### config.mk
export PLATFORM = sky130hd
export DESIGN_NAME = pma3d_ram
export DESIGN_NICKNAME = d
export VERILOG_FILES = /design/src/hdl/pma3d_ram.sv
export SDC_FILE = /design/constraint.sdc
export NUM_CORES = 1
export LEC_CHECK = 0
export BUFFER_PORTS_ARGS = -buffer_cell sky130_fd_sc_hd__buf_2
export CORE_MARGIN = 4
export CORE_UTILIZATION = 55
export DETAILED_ROUTE_END_ITERATION = 10
export PLACE_DENSITY = 0.7
export SLEW_MARGIN = 40
export SYNTH_ARGS = -nofsm -noshare
export SYNTH_HDL_FRONTEND = slang
export SYNTH_SLANG_ARGS = --single-unit
### constraint.sdc
create_clock -name clk -period 3.2 [get_ports clk]
set_input_delay 0.64 -clock clk [delete_from_list [all_inputs] [get_ports clk]]
set_output_delay 0.64 -clock clk [all_outputs]
set_load 0.05 [all_outputs]
### src/hdl/pma3d_ram.sv
// Generic single-write, single-read RAM with registered read data.
module pma3d_ram #(
  parameter int WIDTH = 8,
  parameter int DEPTH = 16
) (
  input  logic                                        clk,
  input  logic                                        wr_en,
  input  logic [(($clog2(DEPTH) > 0) ? $clog2(DEPTH) : 1)-1:0] wr_addr,
  input  logic [WIDTH-1:0]                            wr_data,
  input  logic [(($clog2(DEPTH) > 0) ? $clog2(DEPTH) : 1)-1:0] rd_addr,
  output logic [WIDTH-1:0]                            rd_data
);

  logic [WIDTH-1:0] mem [DEPTH];

  always_ff @(posedge clk) begin
    if (wr_en) begin
      mem[wr_addr] <= wr_data;
    end
    rd_data <= mem[rd_addr];
  end

endmodule

==> flow_metrics.py, run 1 <==
metrics = {
    "grt": {
        "grt_pass1_vias": 2465,
        "grt_pass1_wl_mm": 15.88,
        "grt_max_degree": 26,
        "grt_usage": 0.2031,
        "grt-ovfl-total": 0,
        "antenna_found_initial": 0,
    },
    "run": {
        "maxCapViolCount": 0,
    },
    "worst_setup_path": {
        "reg2reg_from": "mem[10][7]$_DFFE_PP_",
        "crit_start": "wr_addr[2]",
        "r2r_cells": 3,
        "worst_setup_path_start_kind": "primary input",
        "rrSetupSlack_ns": 1.81,
        "end_kind": "register",
        "arrival_ns": 2.08,
        "crit_path_end": "mem[0][1]$_DFFE_PP_",
        "rr_endpoint": "rd_data[7]$_DFF_P_",
        "cp_max_fo": 5,
        "crit_type": "in -> reg",
        "worst_ep_required_time_ns": 3.42,
    },
    "cts": {
        "cts_buffers": 17,
        "clk_pin_slew_worst_paths_ns": 0.06,
        "cts.sinks": 136,
        "cts_htree_levels": 4,
        "cts_tree": "yes",
        "cts-resized-gates": 0,
        "ctsRootBufferMaster": "clkbuf_8",
        "worstSkewPairLatency_ns": 0.51,
        "clk_path_buf_depth": 2,
        "holdBufCountCts": 0,
        "cts_setup_buffers": 0,
    },
    "synthesis": {
        "syn_inst": 229,
        "yosys_warnings": 0,
        "ys_types": 19,
        "seq_area_frac_synth": 0.7778,
        "synth_nets": 247,
        "synth.avg_cell_area_sq_um": 22.48,
        "syn_area_sq_mm": 0.005147,
        "synth-seq-cells": 136,
    },
    "die": {
        "rows": 35,
        "die_area_sq_mm": 0.01097,
        "die_x_um": 104.7,
        "start_util": 0.5597,
        "core_sq_mm": 0.009196,
        "ioPinCount": 26,
        "die_h_um": 104.7,
    },
    "routing": {
        "drtPass1Iterations": 5,
        "routed_wl_mm": 10.21,
        "drtIter0Drc": 286,
        "remaining_drc_errors": 0,
        "routed-via-count": 2463,
        "post_drt_via_cell_ratio": 6.127,
        "wl_per_cell_um": 25.39,
        "postRouteAntennaNets": 0,
    },
    "timing": {
        "setup_viol": 0,
        "slew_violations": 0,
        "clock-skew-final_ns": 0.007536,
        "period_share": 0.5816,
        "rsz0062_at_grt": "no",
        "fin_tns_setup_ns": 0,
        "max_slew.worst_pin.slew_ns": 0.8416,
        "hold_viol_final": 0,
        "max_freq_mhz": 537.3,
        "slew_headroom": 0.4369,
        "setup_slack_ns": 1.339,
        "min_period_ns": 1.861,
    },
    "pwr": {
        "p_int_uw": 3340,
        "pwr-share-clk": 0.474,
        "power_switching_share": 0.2091,
        "total_power_uw": 4223,
        "switching_power_uw": 883.1,
        "cellPowerDensity_mw_per_mm2": 695.9,
        "p_leak_uw": 0.002074,
        "pwr-share-comb": 0.052,
        "max-vdd-ir-drop_uv": 480.1,
        "seq_power_share": 0.474,
    },
    "place": {
        "pre_cts_ws_ns": 0.8303,
        "dp_hpwl_mm": 6.242,
        "gp_congestion": 0.7430,
        "place_area_sq_mm": 0.005450,
        "port-buffer-count": 25,
    },
    "worst_hold_path": {
        "hold_class": "in -> reg",
        "worstHoldStart": "wr_data[3]",
    },
    "cells_and_area": {
        "layout_commonest_cell": "edfxtp_1",
        "fin_area_sq_mm": 0.006068,
        "layout-drive-gt1-share": 0.3127,
        "final_nets": 296,
        "layout_common_cells": "edfxtp_1 (128), buf_2 (25), mux4_2 (18)",
        "syn_to_final_growth_pct": 17.89,
        "insertedDiodeCount": 0,
        "final_core_util": 0.6599,
    },
    "status": {
        "status": "completed",
    },
}
-- logic make-up (layout without fill, tap and decap cells) --
group           count (synthesis)  count (layout)  share of synthesized area
flops                         136             136                     0.7778
simple gates                   35              35                    0.03184
mux                            32              32                     0.1502
compound gates                 16              16                    0.02334
buf+inv                        10              72                    0.01677
-- how the worst min path moves through the flow --
stage	endpoint	slack, ns	cells past startpoint
3_3_place_gp	rd_data[0]$_DFF_P_	0.65	3
4_1_cts	mem[15][3]$_DFFE_PP_	0.48	1
2_1_floorplan	rd_data[0]$_DFF_P_	0.63	3
3_5_place_dp	rd_data[2]$_DFF_P_	0.65	3
6_report	mem[12][3]$_DFFE_PP_	0.51	1
5_1_grt	mem[15][3]$_DFFE_PP_	0.51	1
-- cells in the mapped netlist, drive strengths merged --
library cell / n / share of area
nor3: 4 / 0.0039
and2b: 1 / 0.0015
clkdlybuf4s25: 3 / 0.0058
nor2b: 1 / 0.0012
mux4: 32 / 0.15
and2: 1 / 0.0012
edfxtp: 128 / 0.75
buf: 7 / 0.011
dfxtp: 8 / 0.031
nand3b: 2 / 0.0029
nor2: 13 / 0.0095
nand2: 9 / 0.0066
nand3: 1 / 0.00097
or3b: 1 / 0.0017
a22oi: 16 / 0.023
nand2b: 2 / 0.0024
-- power groups by stage --
stage / clock (uW) / sequential (uW) / combinational [uW]
3_3_place_gp: 0 / 2040 / 218
3_5_place_dp: 0 / 2040 / 221
4_1_cts: 2020 / 2000 / 221
2_1_floorplan: 0 / 2080 / 101
5_1_grt: 2100 / 2010 / 237
6_report: 2000 / 2000 / 219
-- through the flow --
stage	instances	hold slack [ns]
finish	402	0.5056
global route	402	0.5076
CTS	402	0.4828
detailed placement	370	0.6488
global placement	370	0.6476
floorplan	229	0.6293
-- layer usage --
layer	track usage	up-vias	share of wire
met5	0	-	0
met4	0.07029	0	0.0074
met3	0.04632	7	0.079
met2	0.2979	120	0.48
met1	0.3049	1266	0.43
li1	-	1070	-
-- critical path: stages --
cell and delay, ns:
buf_2 0.12, or3b_2 0.52, nor3_1 0.53, buf_4 0.27
-- final cells by class --
class | instances | area (sq um)
tap | 111 | 138.9
timing repair buffer | 40 | 250.2
fill | 592 | 3128
clock inverter | 14 | 197.7
clock buffer | 18 | 417.9
multi-input combinational | 83 | 1060
sequential | 136 | 4004
-- sequential cells by signal (all words and copies together), names as in the netlist --
| name | count |
|---|---|
| mem | 128 |
| rd_data | 8 |
Power figures use the tool's default switching activity.
==> run 2, diff against run 1 <==
- clock period: 3.2 -> 1.8 ns (I/O delays scaled with it)
==> flow_metrics.py, run 2 (same netlist as run 1, synthesis figures left out) <==
metrics = {
    "status": {
        "status": "completed",
    },
    "pwr": {
        "pwr-share-comb": 0.051,
        "pwr-share-clk": 0.489,
        "max-vdd-ir-drop_uv": 573.2,
        "power_switching_share": 0.1898,
        "p_int_uw": 6284,
        "cellPowerDensity_mw_per_mm2": 1251,
        "switching_power_uw": 1472,
        "seq_power_share": 0.460,
        "p_leak_uw": 0.002142,
    },
    "cts": {
        "ctsRootBufferMaster": "clkbuf_8",
        "holdBufCountCts": 0,
        "cts-resized-gates": 0,
        "cts_tree": "yes",
        "cts_htree_levels": 4,
        "cts_setup_buffers": 0,
        "cts_buffers": 17,
        "cts.sinks": 136,
        "clk_pin_slew_worst_paths_ns": 0.06,
        "worstSkewPairLatency_ns": 0.50,
        "clk_path_buf_depth": 2,
    },
    "grt": {
        "grt_pass1_wl_mm": 14.77,
        "antenna_found_initial": 0,
        "busiest_layer": "met2",
        "met2_usage": 0.3066,
        "gr-usage-met3": 0.03830,
        "grt_usage": 0.1875,
        "grt_max_degree": 33,
        "grt_util_met1": 0.2519,
        "grt_pass1_vias": 2524,
        "grt-ovfl-total": 0,
    },
    "die": {
        "ioPinCount": 26,
        "start_util": 0.5597,
        "die_x_um": 104.7,
        "rows": 35,
        "core_sq_mm": 0.009196,
        "die_area_sq_mm": 0.01097,
        "die_h_um": 104.7,
    },
    "routing": {
        "drtPass1Iterations": 4,
        "postRouteAntennaNets": 0,
        "routed_wl_mm": 9.293,
        "remaining_drc_errors": 0,
        "drtIter0Drc": 117,
        "routed-via-count": 2384,
        "post_drt_via_cell_ratio": 5.829,
        "wl_per_cell_um": 22.72,
    },
    "timing": {
        "max_slew.worst_pin.slew_ns": 0.4023,
        "max_freq_mhz": 660.4,
        "hold_viol_final": 0,
        "period_share": 0.8413,
        "fin_tns_setup_ns": 0,
        "min_period_ns": 1.514,
        "slew_headroom": 0.7318,
        "whs_ns": 0.2393,
        "setup_viol": 0,
        "rsz0062_at_grt": "no",
        "clock-skew-final_ns": 0.005361,
        "slew_violations": 0,
    },
    "worst_setup_path": {
        "cp_max_fo": 1,
        "slowest_delay_ns": 0.37,
        "end_kind": "output port",
        "worst_setup_path_start_kind": "register",
        "crit_chain": "buf_2",
        "arrival_ns": 1.15,
        "rrSetupSlack_ns": 0.47,
        "cp_slowest_cell": "dfxtp_1",
        "crit_type": "reg -> out",
        "path_buf_inv": 1,
        "r2r_cells": 3,
        "worst_ep_required_time_ns": 1.44,
        "rr_endpoint": "rd_data[7]$_DFF_P_",
        "reg2reg_from": "mem[10][7]$_DFFE_PP_",
        "crit_family": "flip-flops",
    },
    "place": {
        "place_inst": 377,
        "dp_hpwl_mm": 5.797,
        "port-buffer-count": 25,
        "gp_congestion": 0.7435,
        "place_area_sq_mm": 0.005533,
    },
    "cells_and_area": {
        "final_core_util": 0.6740,
        "largest_registers": "mem: 128 flops, rd_data: 8 flops",
        "insertedDiodeCount": 0,
        "fin_area_sq_mm": 0.006198,
        "top_register": "mem",
        "stdcell_count": 409,
        "layout_commonest_cell": "edfxtp_1",
        "final_nets": 303,
        "layout-drive-gt1-share": 0.3221,
        "largest_reg_flops": 128,
        "syn_to_final_growth_pct": 20.42,
        "layout_common_cells": "edfxtp_1 (128), buf_2 (25), buf_4 (19)",
    },
    "worst_hold_path": {
        "worstHoldStart": "wr_data[2]",
        "worstHoldEndpoint": "mem[7][2]$_DFFE_PP_",
        "hold_depth": 1,
        "hold_class": "in -> reg",
    },
    "run": {
        "maxCapViolCount": 0,
    },
}
-- run 2: cell types whose count changed in the layout (fill, tap and decap cells not counted), sizes merged --
cell / change
clkbuf: +1
inv: -2
buf: +7
bufinv: +2
clkinv: -1
-- run 2: how the worst max path moves through the flow --
stage	startpoint	endpoint	slack, ns	cells after the start
final	rd_data[4]$_DFF_P_	rd_data[4]	0.29	1
after global routing	rd_data[6]$_DFF_P_	rd_data[6]	0.24	1
after CTS	rd_data[4]$_DFF_P_	rd_data[4]	0.25	1
after detailed placement	rd_addr[0]	rd_data[7]$_DFF_P_	-0.01	5
after global placement	rd_addr[0]	rd_data[7]$_DFF_P_	0.02	5
after floorplan	wr_addr[2]	mem[3][0]$_DFFE_PP_	0.17	2
-- run 2: power groups by stage --
stage	sequential [uW]	combinational, uW	clock [uW]
floorplan	3700	180	0
global placement	3630	396	0
detailed placement	3630	404	0
CTS	3570	408	3840
global route	3570	431	3990
finish	3560	398	3790
-- run 2: cell type report --
type / instances / area [sq um]
Tap cell: 111 / 138.9
Sequential cell: 136 / 4004
Timing Repair Buffer: 47 / 327.8
Clock buffer: 19 / 441.7
Multi-Input combinational cell: 83 / 1062
Fill cell: 605 / 2998
Clock inverter: 13 / 224.0
-- run 2: layer usage --
metal	share of wire	vias up
met5	0	-
met4	0.012	0
met3	0.043	11
met2	0.52	58
met1	0.42	1225
li1	-	1090
-- run 2: per-stage QoR --
step | power, uW | setup WS (ns)
6_report | 7756 | 0.2857
5_1_grt | 7995 | 0.2380
4_1_cts | 7819 | 0.2518
3_5_place_dp | 4035 | -0.01075
3_3_place_gp | 4025 | 0.02324
2_1_floorplan | 3876 | 0.1739
==> run 3, diff against run 2 <==
- clock period: 1.8 -> 1.4 ns (I/O delays scaled with it)
==> flow_metrics.py, run 3 (same netlist as run 1, synthesis figures left out) <==
metrics = {
    "routing": {
        "drtIter0Drc": 189,
        "drtPass1Iterations": 4,
        "remaining_drc_errors": 0,
        "routed-via-count": 2478,
        "routed_wl_mm": 9.675,
        "post_drt_via_cell_ratio": 5.886,
        "wl_per_cell_um": 22.98,
        "postRouteAntennaNets": 0,
    },
    "worst_hold_path": {
        "hold_class": "in -> reg",
        "worstHoldStart": "wr_data[3]",
    },
    "grt": {
        "grt_pass1_vias": 2584,
        "grt_usage": 0.1921,
        "grt-ovfl-total": 0,
        "grt_pass1_wl_mm": 15.12,
        "antenna_found_initial": 0,
        "grt_max_degree": 18,
    },
    "cells_and_area": {
        "syn_to_final_growth_pct": 22.80,
        "layout_commonest_cell": "edfxtp_1",
        "layout_common_cells": "edfxtp_1 (128), buf_4 (33), buf_2 (19)",
        "final_nets": 315,
        "top_register": "mem",
        "largest_reg_flops": 128,
        "insertedDiodeCount": 0,
        "fin_area_sq_mm": 0.006321,
        "stdcell_count": 421,
        "layout-drive-gt1-share": 0.3677,
        "largest_registers": "mem: 128 flops, rd_data: 8 flops",
        "final_core_util": 0.6873,
    },
    "timing": {
        "max_freq_mhz": 724.1,
        "fin_tns_setup_ns": 0,
        "clock-skew-final_ns": 0.006496,
        "period_share": 0.9864,
        "min_period_ns": 1.381,
        "whs_ns": 0.1463,
        "hold_viol_final": 0,
        "slew_headroom": 0.4954,
        "setup_viol": 0,
        "max_slew.worst_pin.slew_ns": 0.7554,
        "slew_violations": 0,
    },
    "pwr": {
        "cellPowerDensity_mw_per_mm2": 1541,
        "p_leak_uw": 0.002200,
        "max-vdd-ir-drop_uv": 1004,
    },
    "cts": {
        "clk_pin_slew_worst_paths_ns": 0.06,
        "cts_setup_buffers": 0,
        "cts_tree": "yes",
        "cts_buffers": 17,
        "ctsRootBufferMaster": "clkbuf_8",
        "cts_htree_levels": 4,
        "cts.sinks": 136,
        "clk_path_buf_depth": 2,
        "worstSkewPairLatency_ns": 0.52,
    },
    "die": {
        "die_area_sq_mm": 0.01097,
        "rows": 35,
        "die_h_um": 104.7,
        "core_sq_mm": 0.009196,
        "start_util": 0.5597,
        "die_x_um": 104.7,
        "ioPinCount": 26,
    },
    "place": {
        "place_inst": 389,
        "gp_congestion": 0.8175,
        "place_area_sq_mm": 0.005674,
        "port-buffer-count": 25,
        "dp_hpwl_mm": 6.485,
    },
    "worst_setup_path": {
        "reg2reg_from": "mem[8][2]$_DFFE_PP_",
        "arrival_ns": 1.77,
        "worst_ep_required_time_ns": 1.79,
        "crit_type": "reg -> reg",
        "end_kind": "register",
        "worst_setup_path_start_kind": "register",
        "cp_max_fo": 1,
        "crit_start": "mem[8][2]$_DFFE_PP_",
    },
    "run": {
        "maxCapViolCount": 0,
    },
    "status": {
        "status": "completed",
    },
}
-- run 3: routing by layer --
metal	track usage	vias to the layer above	part of all wire	wire (um)
met5	0	-	0	0
met4	0.05623	0	0.016	157
met3	0.05930	15	0.055	531
met2	0.3098	77	0.50	4829
met1	0.2552	1272	0.43	4157
li1	-	1114	-	-
-- run 3: final cells by class --
class,instances,area [sq um]
Sequential cell,136,4004
Fill cell,574,2875
Multi-Input combinational cell,83,1099
Timing Repair Buffer,59,457.9
Clock buffer,17,414.1
Clock inverter,15,207.7
Tap cell,111,138.9
-- run 3: worst max-delay path: stages (launching register included) --
cell,delay [ns]
edfxtp_1,0.37
mux4_1,0.50
a22oi_1,0.32
nand2_1,0.08
-- run 3: where the power goes --
group / leakage [uW] / total [uW] / internal, uW / switching [uW]
sequential: 0.00122 / 4580 / 4550 / 29.8
combinational: 0.000679 / 561 / 223 / 338
clock: 0.000298 / 4600 / 3040 / 1560
total: 0.00220 / 9740 / 7820 / 1920
-- run 3: metrics by stage --
step	power (uW)	setup slack, ns
finish	9740	0.01900
global route	10050	-0.01073
CTS	9800	0.001806
detailed placement	5214	-0.3270
global placement	5192	-0.3209
floorplan	4990	-0.01647
-- run 3: final timing paths --
path	to	slack, ns	cells after the start
setup / recovery	rd_data[2]$_DFF_P_	0.02	3
hold / removal	mem[7][3]$_DFFE_PP_	0.15	1
setup reg to reg	rd_data[2]$_DFF_P_	0.02	3
hold reg to reg	rd_data[3]$_DFF_P_	0.69	3
-- run 3: timing repair --
action,4_1_cts,5_1_grt
endpoints found under the setup margin,4,4
hold buffers,0,0
resized for setup,4,4
