File: src/hdl/pma3d_pkg.sv
// Shared constants, types and divider interface structs for the 3D position moving average.
package pma3d_pkg;

  localparam int DATA_W     = 24;
  localparam int WINDOW     = 90;
  localparam int LOG_W      = ($clog2(WINDOW) > 0) ? $clog2(WINDOW) : 1;
  localparam int SUM_W      = DATA_W + LOG_W;
  localparam int ADDR_W     = LOG_W;
  localparam int HELD_W     = $clog2(WINDOW + 1);
  localparam int HELD_OUT_W = 7;
  localparam int QUOT_W     = DATA_W;
  localparam int RADIX_BITS = 2;
  localparam int DIV_STEPS  = QUOT_W / RADIX_BITS;
  localparam int STEP_W     = $clog2(DIV_STEPS + 1);
  localparam int NUM_AX     = 3;
  localparam int AX_W       = 2;

  typedef logic signed [DATA_W-1:0] data_t;
  typedef logic signed [SUM_W-1:0]  sum_t;
  typedef logic [HELD_W-1:0]        held_t;

  typedef struct packed {
    logic              start;
    logic [SUM_W-1:0]  dividend;
    logic [HELD_W-1:0] divisor;
  } div_req_t;

  typedef struct packed {
    logic              done;
    logic [QUOT_W-1:0] quot;
  } div_rsp_t;

endpackage

File: src/hdl/pma3d_div.sv
// Shared iterative restoring divider, two quotient bits per cycle.
module pma3d_div import pma3d_pkg::*; (
  input  logic     clk,
  input  logic     rst_n,
  input  div_req_t req,
  output div_rsp_t rsp
);

  logic              busy_r;
  logic              done_r;
  logic [STEP_W-1:0] cnt_r;
  logic [HELD_W-1:0] rem_r;
  logic [HELD_W-1:0] rem_nxt;
  logic [HELD_W-1:0] den_r;
  logic [QUOT_W-1:0] num_r;
  logic [QUOT_W-1:0] num_nxt;

  always_comb begin : div_step
    logic [HELD_W:0] trial;
    trial   = '0;
    rem_nxt = rem_r;
    num_nxt = num_r;
    for (int i = 0; i < RADIX_BITS; i++) begin
      trial   = {rem_nxt, num_nxt[QUOT_W-1]};
      num_nxt = {num_nxt[QUOT_W-2:0], 1'b0};
      if (trial >= {1'b0, den_r}) begin
        rem_nxt    = HELD_W'(trial - {1'b0, den_r});
        num_nxt[0] = 1'b1;
      end else begin
        rem_nxt = trial[HELD_W-1:0];
      end
    end
  end

  always_ff @(posedge clk) begin
    if (!rst_n) begin
      busy_r <= 1'b0;
      done_r <= 1'b0;
      cnt_r  <= '0;
    end else begin
      done_r <= 1'b0;
      if (req.start) begin
        busy_r <= 1'b1;
        cnt_r  <= STEP_W'(DIV_STEPS);
      end else if (busy_r) begin
        cnt_r <= cnt_r - STEP_W'(1);
        if (cnt_r == STEP_W'(1)) begin
          busy_r <= 1'b0;
          done_r <= 1'b1;
        end
      end
    end
  end

  // The quotient is known to fit in QUOT_W bits, so the upper dividend bits
  // are already below the divisor and seed the partial remainder.
  always_ff @(posedge clk) begin
    if (req.start) begin
      rem_r <= HELD_W'(req.dividend[SUM_W-1:QUOT_W]);
      num_r <= req.dividend[QUOT_W-1:0];
      den_r <= req.divisor;
    end else if (busy_r) begin
      rem_r <= rem_nxt;
      num_r <= num_nxt;
    end
  end

  assign rsp.done = done_r;
  assign rsp.quot = num_r;

endmodule

File: config.mk
export PLATFORM = sky130hd
export DESIGN_NAME = pma3d_div
export DESIGN_NICKNAME = d
export VERILOG_FILES = /design/src/hdl/pma3d_pkg.sv /design/src/hdl/pma3d_div.sv
export SDC_FILE = /design/constraint.sdc
export NUM_CORES = 1
export LEC_CHECK = 0
export BUFFER_PORTS_ARGS = -buffer_cell sky130_fd_sc_hd__buf_4
export CAP_MARGIN = 5
export CORE_ASPECT_RATIO = 1.1
export CORE_MARGIN = 10
export CORE_UTILIZATION = 48
export DETAILED_ROUTE_END_ITERATION = 10
export GPL_ROUTABILITY_DRIVEN = 1
export PLACE_DENSITY = 0.73
export SLEW_MARGIN = 20
export SYNTH_ARGS = -nofsm -noshare
export SYNTH_HDL_FRONTEND = slang
export SYNTH_SLANG_ARGS = --single-unit
File: constraint.sdc
create_clock -name clk -period 3.95 [get_ports clk]
set_input_delay 0.1975 -clock clk [delete_from_list [all_inputs] [get_ports clk]]
set_output_delay 0.1975 -clock clk [all_outputs]
set_load 0.01 [all_outputs]
==> results.json, run 1 <==
{
  "start_kind": "flop",
  "post-place-cells": 355,
  "dp_hpwl_um": 4470,
  "synth_ff_type": "edfxtp_1",
  "instances_no_fill": 365,
  "power_density_nw_per_um2": 730,
  "routabilityCongestion": 0.797,
  "h-tree-depth": 2,
  "slew_headroom": 0.503,
  "period_share": 0.957,
  "root_buffer": "clkbuf_8",
  "core_um2": 5360,
  "diodes": 0,
  "avgViaCountPerCell": 5.15,
  "grt_pass1_vias": 1984,
  "drtPass1Iterations": 4,
  "min_period_ns": 3.78,
  "cts_made_buffers": 5,
  "grt_pass1_wl_um": 9640,
  "syn-num-nets": 278,
  "whs_ns": 0.0745,
  "vias": 1879,
  "fp-row-count": 28,
  "cts_sinks": 44,
  "path_class": "reg -> reg",
  "synth_edf_count": 38,
  "syn_to_final_growth_pct": 27.0,
  "synth_warnings": 0,
  "n_fill_cell": 440,
  "io_pins": 66,
  "endpoint_kind": "flop",
  "finish.utilization": 0.630,
  "drive_gt1_frac": 0.424,
  "maxSlewViolCount": 0,
  "port_buffers": 65,
  "dieArea_um2": 8920,
  "avgSynthCellArea_um2": 12.1,
  "seq_area_frac_synth": 0.475,
  "synth_cell_types": 49,
  "syn_area_um2": 2660,
  "die_w_um": 90.9,
  "wl_per_cell_um": 16.1,
  "finalSetupViolations": 0,
  "leakagePower_nw": 1.40,
  "clk_latency_ns": 0.29,
  "cp_data_required_time_ns": 4.00,
  "worstPathArrival_ns": 3.82,
  "fin_total_pwr_mw": 2.46,
  "cts_tree": "done",
  "synth_cells": 219,
  "initial_core_util": 0.496,
  "path_clk_slew_ns": 0.08,
  "cp_max_fo": 6,
  "vdd.ir_drop.worst_mv": 0.471,
  "die_h_um": 98.0,
  "grt-ovfl-total": 0,
  "wirelength_um": 5870,
  "fin_worst_skew_ns": 0.00471,
  "hp-class": "in -> reg",
  "finalHoldViolCount": 0,
  "postRouteAntennaNets": 0,
  "postCtsHoldBufs": 0,
  "clockBufferDepth": 2,
  "maxCapViolations": 0,
  "drt_iter0_markers": 76,
  "worst_slew_pin_slew_ns": 0.745,
  "grt_max_degree": 50,
  "ys_ff_latch": 44,
  "async_flop_share": 0,
  "outcome": "complete, no violations",
  "nNetsFinal": 349,
  "antenna_found_initial": 0,
  "post-route-drc-count": 0,
  "grt_use_total": 0.130,
  "clock.fmax_ghz": 0.265
}
## cell type report
| cell class | count | area, µm² | area share |
|---|---|---|---|
| clock buffer | 5 | 68.8 | 0.0204 |
| clock inverter | 2 | 7.51 | 0.00222 |
| inverter | 19 | 71.3 | 0.0211 |
| multi-input combinational | 147 | 1320 | 0.391 |
| sequential | 44 | 1260 | 0.374 |
| tap | 75 | 93.8 | 0.0278 |
| timing repair buffer | 73 | 552 | 0.164 |
## kinds of logic (layout without fill, tap and decap cells)
| kind of cell | Yosys count | count (layout) | synth area share |
|---|---|---|---|
| AND/OR/NAND/NOR | 51 | 51 | 0.110 |
| adder cells (fa/ha/maj) | 18 | 18 | 0.0904 |
| AO/OA/AOI/OAI | 34 | 34 | 0.102 |
| flip-flops | 44 | 44 | 0.475 |
| multiplexers | 37 | 37 | 0.156 |
| XOR/XNOR | 7 | 7 | 0.0231 |
| buffers and inverters | 28 | 99 | 0.0443 |
## synthesized netlist by cell type (2+ instances only)
cell | n | area (µm²)
a2111o_1 | 2 | 22.5
a211oi_1 | 2 | 15.0
a21oi_1 | 9 | 45.0
clkbuf_1 | 6 | 22.5
dfxtp_1 | 6 | 120
edfxtp_1 | 38 | 1140
fa_1 | 2 | 40.0
ha_1 | 16 | 200
inv_1 | 19 | 71.3
mux2_2 | 31 | 349
mux2i_1 | 5 | 50.1
nand2_1 | 10 | 37.5
nand2b_1 | 3 | 18.8
nand3_1 | 3 | 15.0
nand4b_1 | 2 | 17.5
nor2_1 | 8 | 30.0
nor2b_1 | 6 | 37.5
nor3_1 | 4 | 20.0
nor3b_1 | 4 | 30.0
o21a_1 | 4 | 30.0
o21ai_0 | 5 | 25.0
o31a_1 | 2 | 17.5
xnor2_1 | 4 | 35.0
xor2_1 | 3 | 26.3
## final timing paths
path,startpoint,end,slack (ns),depth (start not counted)
worst min-delay path,req[6],den_r[6],0.07,1
worst max-delay path,num_r[23],rem_r[3],0.17,16
worst min register to register,cnt_r[1],cnt_r[1],0.52,2
worst max register to register,num_r[23],rem_r[3],0.17,16
## registers in the layout (all words and copies together) (netlist names)
register,flops
num_r,24
rem_r,7
cnt_r,4
done_r,1
busy_r,1
den_r,7
## worst max-delay path, cell delays in order (launching register included)
cell and delay (ns):
edfxtp_1 0.39, inv_1 0.09, ha_1 0.15, inv_1 0.05
fa_2 0.36, nand3_2 0.09, a31oi_2 0.13, nor2_4 0.16
buf_6 0.14, mux2_2 0.36, ha_1 0.34, o21a_1 0.13
o31a_1 0.16, o31ai_4 0.25, o211ai_4 0.15, mux2_4 0.32
mux2_2 0.26
## metal layers
| layer | wire (µm) | vias to the layer above | part of all wire | global-route usage |
|---|---|---|---|---|
| li1 | - | 950 | - | - |
| met3 | 416 | 8 | 0.071 | 0.0505 |
| met5 | 0 | - | 0 | 0 |
| met2 | 2900 | 43 | 0.49 | 0.215 |
| met1 | 2480 | 878 | 0.42 | 0.151 |
| met4 | 76 | 0 | 0.013 | 0.0434 |
## what timing repair did
item / CTS / global route
resized for setup: 2 / 6
buffers inserted: 3 / 0
setup endpoints to repair: 1 / 8
pin swaps: 3 / 2
## power breakdown
| group | switching (mW) | internal [mW] |
|---|---|---|
| logic | 0.741 | 0.790 |
| registers | 0.0490 | 0.624 |
| clock network | 0.143 | 0.117 |
## per-stage QoR
stage | TNS, ns | area, µm² | setup WS, ns
6_report | 0 | 3370 | 0.171
4_1_cts | 0 | 3350 | 0.00288
3_3_place_gp | 0 | 3230 | 0.0958
2_1_floorplan | 0 | 2660 | 0.0220
3_5_place_dp | 0 | 3230 | 0.0000653
5_1_grt | -0.0172 | 3370 | -0.0127
## cells in the final DEF (no fill, tap or decap), types with 3 or more instances in the layout
cell,synthesis,final
nor3_1,4,4
o21ai_0,5,5
o21a_1,4,4
edfxtp_1,38,38
nand2_1,10,10
buf_4,1,72
nor3b_1,4,4
xor2_1,3,3
inv_1,19,19
mux2i_1,5,5
nand2b_1,3,3
ha_1,16,14
nor2_1,8,8
mux2_2,31,31
a21oi_1,9,9
nor2b_1,6,6
dfxtp_1,6,6
clkbuf_8,0,5
xnor2_1,4,4
(Power assumes the default switching activity.)
==> run 2: changes to the inputs <==
ABC_AREA = 1   (was unset)
CORE_UTILIZATION = 49   (was 48)
PLACE_DENSITY = 0.74   (was 0.73)
==> run 2 against run 1 <==
  * Final cell count grew 30%
  * Sequential power decreased by 0.7%
  * Via count rose by 23%
  * Die area rose by 3.0%
  * Synthesized area grew 6.0%
  * Sequential share of layout area down 0.69 points
  * Setup slack gained 0.44 ns
  * Utilization about the same
  * Clock power is 6% higher
  * Final area increased by 1.9%
  * Global-route usage grew 1.6 points
==> results.json, run 2 <==
{
  "outcome": "complete, no violations",
  "cts_made_buffers": 5,
  "leakagePower_nw": 1.75,
  "finalSetupTns_ns": 0,
  "syn_to_final_growth_pct": 22.1,
  "yosysTopAreaCellShare": 0.405,
  "cts_sinks": 44,
  "synth_ff_type": "edfxtp_1",
  "fin_worst_skew_ns": 0.00861,
  "synth_edf_count": 38,
  "place_area_um2": 3360,
  "syn_area_um2": 2820,
  "netlist.top_cell.by_area": "edfxtp_1",
  "core_um2": 5470,
  "final_cell_mix": "nand2_1 (129), buf_4 (67), inv_1 (41)",
  "worst_slew_pin_slew_ns": 0.629,
  "drive_gt1_frac": 0.247,
  "worstPathArrival_ns": 3.40,
  "drtPass1Iterations": 4,
  "postCtsSetupRepairBufs": 0,
  "cts_tree": "done",
  "path_class": "reg -> reg",
  "synth_cell_types": 39,
  "clockBufferDepth": 2,
  "async_flop_share": 0,
  "finish.utilization": 0.629,
  "clock.fmax_ghz": 0.300,
  "die_w_um": 92.3,
  "initial_core_util": 0.515,
  "routabilityCongestion": 0.917,
  "dieArea_um2": 9180,
  "ys_ff_latch": 44,
  "grt_pass1_wl_um": 10900,
  "hp-class": "in -> reg",
  "vias": 2310,
  "cts.repair.resized": 0,
  "start_kind": "flop",
  "avgSynthCellArea_um2": 8.36,
  "h-tree-depth": 2,
  "endpoint_kind": "flop",
  "maxCapViolations": 0,
  "wirelength_um": 6640,
  "vdd.ir_drop.worst_mv": 0.328,
  "synthTopCellsByArea": "edfxtp_1 (41%), nand2_1 (17%), ha_1 (7.1%)",
  "io_pins": 66,
  "synth_warnings": 0,
  "finalSetupViolations": 0,
  "wl_per_cell_um": 14.0,
  "cp_data_required_time_ns": 4.02,
  "power_density_nw_per_um2": 721,
  "nNetsFinal": 460,
  "dp_hpwl_um": 5230,
  "synth_cells": 337,
  "post-route-drc-count": 0,
  "drt_iter0_markers": 150,
  "diodes": 0,
  "maxSlewViolCount": 0,
  "seq_area_frac_synth": 0.448,
  "fin_area_um2": 3440,
  "mostFrequentLayoutCell": "nand2_1",
  "period_share": 0.845,
  "grt_max_degree": 43,
  "grt_use_total": 0.146,
  "path_clk_slew_ns": 0.08,
  "antenna_found_initial": 0,
  "rsz0062_at_grt": "false",
  "clk_latency_ns": 0.30,
  "regMostFlops": "num_r",
  "n_fill_cell": 497,
  "largest_register_ffs": 24,
  "yosysMostFrequentCell": "nand2_1",
  "hold_depth": 1,
  "min_period_ns": 3.34,
  "grt-ovfl-total": 0,
  "syn-num-nets": 396,
  "netlist_top_cells_count": "nand2_1 (129), inv_1 (41), edfxtp_1 (38)",
  "fp-row-count": 28,
  "avgViaCountPerCell": 4.85,
  "cp_max_fo": 8,
  "postRouteAntennaNets": 0,
  "finalHoldViolCount": 0,
  "root_buffer": "clkbuf_8",
  "port_buffers": 65,
  "reg2reg_depth": 23,
  "grt_pass1_vias": 2285,
  "die_h_um": 99.5,
  "top_regs": "num_r: 24 flops, den_r: 7 flops, rem_r: 7 flops",
  "postCtsHoldBufs": 0,
  "slew_headroom": 0.580
}
## run 2: cell count changes after synthesis, sizes merged, moves of 4 or more
cell	previous run	this run
mux2i	5	0
nand3b	1	5
nor3b	4	0
inv	19	43
nor2b	7	0
nand2	10	143
nand3	3	30
mux2	32	0
## run 2: logic make-up (layout without fill, tap and decap cells)
logic type                 Yosys count  in the layout  synth area share
buffers and inverters               54            118            0.0786
AOI/OAI and AO/OA                   19             19            0.0458
xor gates and xnor gates             6              6            0.0187
adders and majority gates           18             18            0.0853
DFF                                 44             44             0.448
and+or+nand+nor                    196            196             0.324
## run 2: per-stage QoR
stage	total power, mW	setup slack, ns	std cells	hold WS, ns
final	2.48	0.614	476	0.0653
after detailed placement	2.20	0.664	469	0.377
after global placement	2.18	0.728	469	0.377
after CTS	2.48	0.643	476	0.0575
after floorplan	1.88	0.840	337	0.296
after global routing	2.71	0.373	476	0.0579
## run 2: final cells by class
cell class	instances	area (µm²)	area share
repair buffers	67	503	0.146
clock inverters	2	12.5	0.00364
clock buffers	5	68.8	0.0200
well taps	75	93.8	0.0273
multi-input cells	239	1330	0.388
inverters	44	165	0.0480
flip-flops and latches	44	1260	0.367
## run 2: layer usage
layer | track usage | wire length, µm | vias up
met5 | 0 | 0 | -
met4 | 0.0475 | 82 | 0
li1 | - | - | 1211
met1 | 0.174 | 2780 | 1028
met2 | 0.247 | 3340 | 65
met3 | 0.0406 | 442 | 6
## run 2: critical path, stage by stage (launching register included)
cell	delay (ns)
edfxtp_1	0.40
inv_1	0.09
ha_1	0.14
inv_1	0.06
fa_1	0.40
nand2_1	0.09
nand2_2	0.06
nand2_2	0.08
nand2_2	0.06
nand2_4	0.12
nand3b_1	0.10
nand2_1	0.10
inv_1	0.05
ha_1	0.37
nand2_2	0.10
nand2_2	0.05
inv_1	0.07
nand2_2	0.06
nand3_2	0.06
nand2_1	0.09
a21oi_4	0.25
nand3_1	0.12
nand3_1	0.11
nand2_1	0.05
## run 2: power breakdown
group / total [mW] / switching, mW / internal [mW]
sequential: 0.668 / 0.0498 / 0.618
combinational: 1.54 / 0.946 / 0.591
clock: 0.276 / 0.156 / 0.120
total: 2.48 / 1.15 / 1.33
## run 2: final timing paths
check | from | to | slack, ns
setup / recovery | num_r[23] | rem_r[0] | 0.61
hold / removal | req[1] | den_r[1] | 0.07
setup reg to reg | num_r[23] | rem_r[0] | 0.61
hold reg to reg | cnt_r[0] | cnt_r[0] | 0.50
==> run 3: changes to the inputs <==
ABC_AREA = 0   (was 1)
CORE_UTILIZATION = 53   (was 49)
PLACE_DENSITY = 0.76   (was 0.74)
clock period = 3.1 ns   (was 3.95 ns; I/O delays follow)
==> run 3 against run 2 <==
  * Highest routed layer unchanged
  * Critical path type unchanged
  * Setup slack worse by 1.2 ns
  * Wire length decreased by 3.3%
  * The run now ends with setup timing left
  * Largest cell class unchanged
  * Largest power group unchanged
  * Utilization up 16 points
  * Final area up 8.5%
==> results.json, run 3 (synthesis gave the netlist of run 1 again) <==
{
  "final_cell_mix": "buf_4 (110), edfxtp_1 (38), mux2_2 (25)",
  "cp_data_required_time_ns": 3.14,
  "syn_to_final_growth_pct": 40.4,
  "diodes": 0,
  "initial_core_util": 0.560,
  "h-tree-depth": 2,
  "crit_chain": "inv_2, ha_4, inv_2, fa_2, nand3_4, a31oi_4, nor2_4, mux2_4, ha_4, nor2b_4, o31a_1, o31ai_4, o211ai_4, mux2_4, mux2_4",
  "grt_pass1_wl_um": 10800,
  "leakagePower_nw": 1.62,
  "post-place-cells": 369,
  "fp-row-count": 26,
  "fin_total_pwr_mw": 3.66,
  "outcome": "finished with violations",
  "critPathTopFamily": "multiplexers",
  "start_kind": "flop",
  "wl_per_cell_um": 16.7,
  "finalSetupViolations": 8,
  "hp-class": "in -> reg",
  "top_regs": "num_r: 24 flops, den_r: 7 flops, rem_r: 7 flops",
  "post-route-drc-count": 0,
  "routabilityCongestion": 0.826,
  "power_density_nw_per_um2": 982,
  "reg2reg_slack_ns": -0.61,
  "grt_max_degree": 50,
  "period_share": 1.20,
  "postRouteAntennaNets": 0,
  "place_area_um2": 3510,
  "dp_hpwl_um": 4870,
  "antenna_found_initial": 0,
  "setup_slack_ns": -0.612,
  "critPathMaxStageDelay_ns": 0.40,
  "slew_headroom": 0.512,
  "dieArea_um2": 8250,
  "finalHoldViolCount": 0,
  "vdd.ir_drop.worst_mv": 0.666,
  "grt_use_total": 0.163,
  "n_fill_cell": 316,
  "drive_gt1_frac": 0.521,
  "rsz0062_at_grt": "true",
  "cts_sinks": 44,
  "fin_worst_skew_ns": 0.00354,
  "cp_max_fo": 6,
  "cpMostUsedCell": "mux2_4",
  "place_ws_ns": -0.654,
  "drtPass1Iterations": 4,
  "clockBufferDepth": 2,
  "vias": 2045,
  "postCtsHoldBufs": 0,
  "worst_slew_pin_slew_ns": 0.732,
  "crit_buf_inv": 2,
  "grt_pass1_vias": 2196,
  "cts_tree": "done",
  "die_h_um": 94.3,
  "clk_latency_ns": 0.29,
  "die_w_um": 87.5,
  "min_period_ns": 3.71,
  "wirelength_um": 6430,
  "fin_area_um2": 3730,
  "clock.fmax_ghz": 0.269,
  "nNetsFinal": 387,
  "path_clk_slew_ns": 0.08,
  "largest_register_ffs": 24,
  "cts_made_buffers": 5,
  "finalSetupTns_ns": -4.25,
  "drt_iter0_markers": 138,
  "path_class": "reg -> reg",
  "maxSlewViolCount": 0,
  "instances_no_fill": 384,
  "io_pins": 66,
  "avgViaCountPerCell": 5.33,
  "mostFrequentLayoutCell": "buf_4",
  "root_buffer": "clkbuf_8",
  "worstPathArrival_ns": 3.75,
  "core_um2": 4750,
  "maxCapViolations": 0,
  "endpoint_kind": "flop",
  "violations": "setup timing",
  "regMostFlops": "num_r",
  "cp_slowest_cell": "edfxtp_1",
  "grt-ovfl-total": 0,
  "port_buffers": 65
}
==> run 3: cell types whose count changed in the layout (fill, tap and decap cells not counted), sizes merged, moves of 4 or more <==
cell and delta:
buf +44, nor2b +7, mux2 +32, nand3b -4
mux2i +5, nor3b +4, nand2 -133, inv -24
nand3 -27
==> run 3: area by class of cell <==
class,count,area (µm²),area share
multi-input cells,147,1410,0.379
clock buffers,6,72.6,0.0195
repair buffers,111,837,0.224
inverters,19,71.3,0.0191
well taps,56,70.1,0.0188
flip-flops and latches,44,1260,0.338
clock inverters,1,5.00,0.00134
==> run 3: stage by stage <==
stage / hold WS (ns) / utilization
after floorplan: 0.254 / -
after global placement: 0.334 / 0.740
after detailed placement: 0.335 / 0.740
after CTS: 0.0282 / 0.775
after global routing: 0.0151 / 0.786
final: 0.0403 / 0.786
==> run 3: repair_timing <==
action,4_1_cts,5_1_grt
setup endpoints to repair,8,8
pin swaps,8,9
gates resized for setup,14,4
hold endpoints to repair,0,0
setup buffers,6,3
==> run 3: per-layer routing <==
metal	GRT usage	vias up	wire, µm
met5	0	-	0
met4	0.0479	0	71
met3	0.0642	8	466
met2	0.263	54	3210
met1	0.195	953	2680
li1	-	1030	-
==> run 3: path summary, 6_finish.rpt <==
path / startpoint / to / depth (start not counted)
setup / recovery: num_r[23] / rem_r[3] / 15
hold / removal: req[0] / den_r[0] / 1
setup reg to reg: num_r[23] / rem_r[3] / 15
hold reg to reg: cnt_r[1] / cnt_r[1] / 2
==> run 3: power breakdown <==
part | total, mW | internal, mW | leakage (nW) | switching, mW
Sequential | 0.860 | 0.796 | 0.429 | 0.0647
Clock | 0.335 | 0.153 | 0.0410 | 0.182
Combinational | 2.47 | 1.39 | 1.15 | 1.08
Total | 3.66 | 2.33 | 1.62 | 1.33
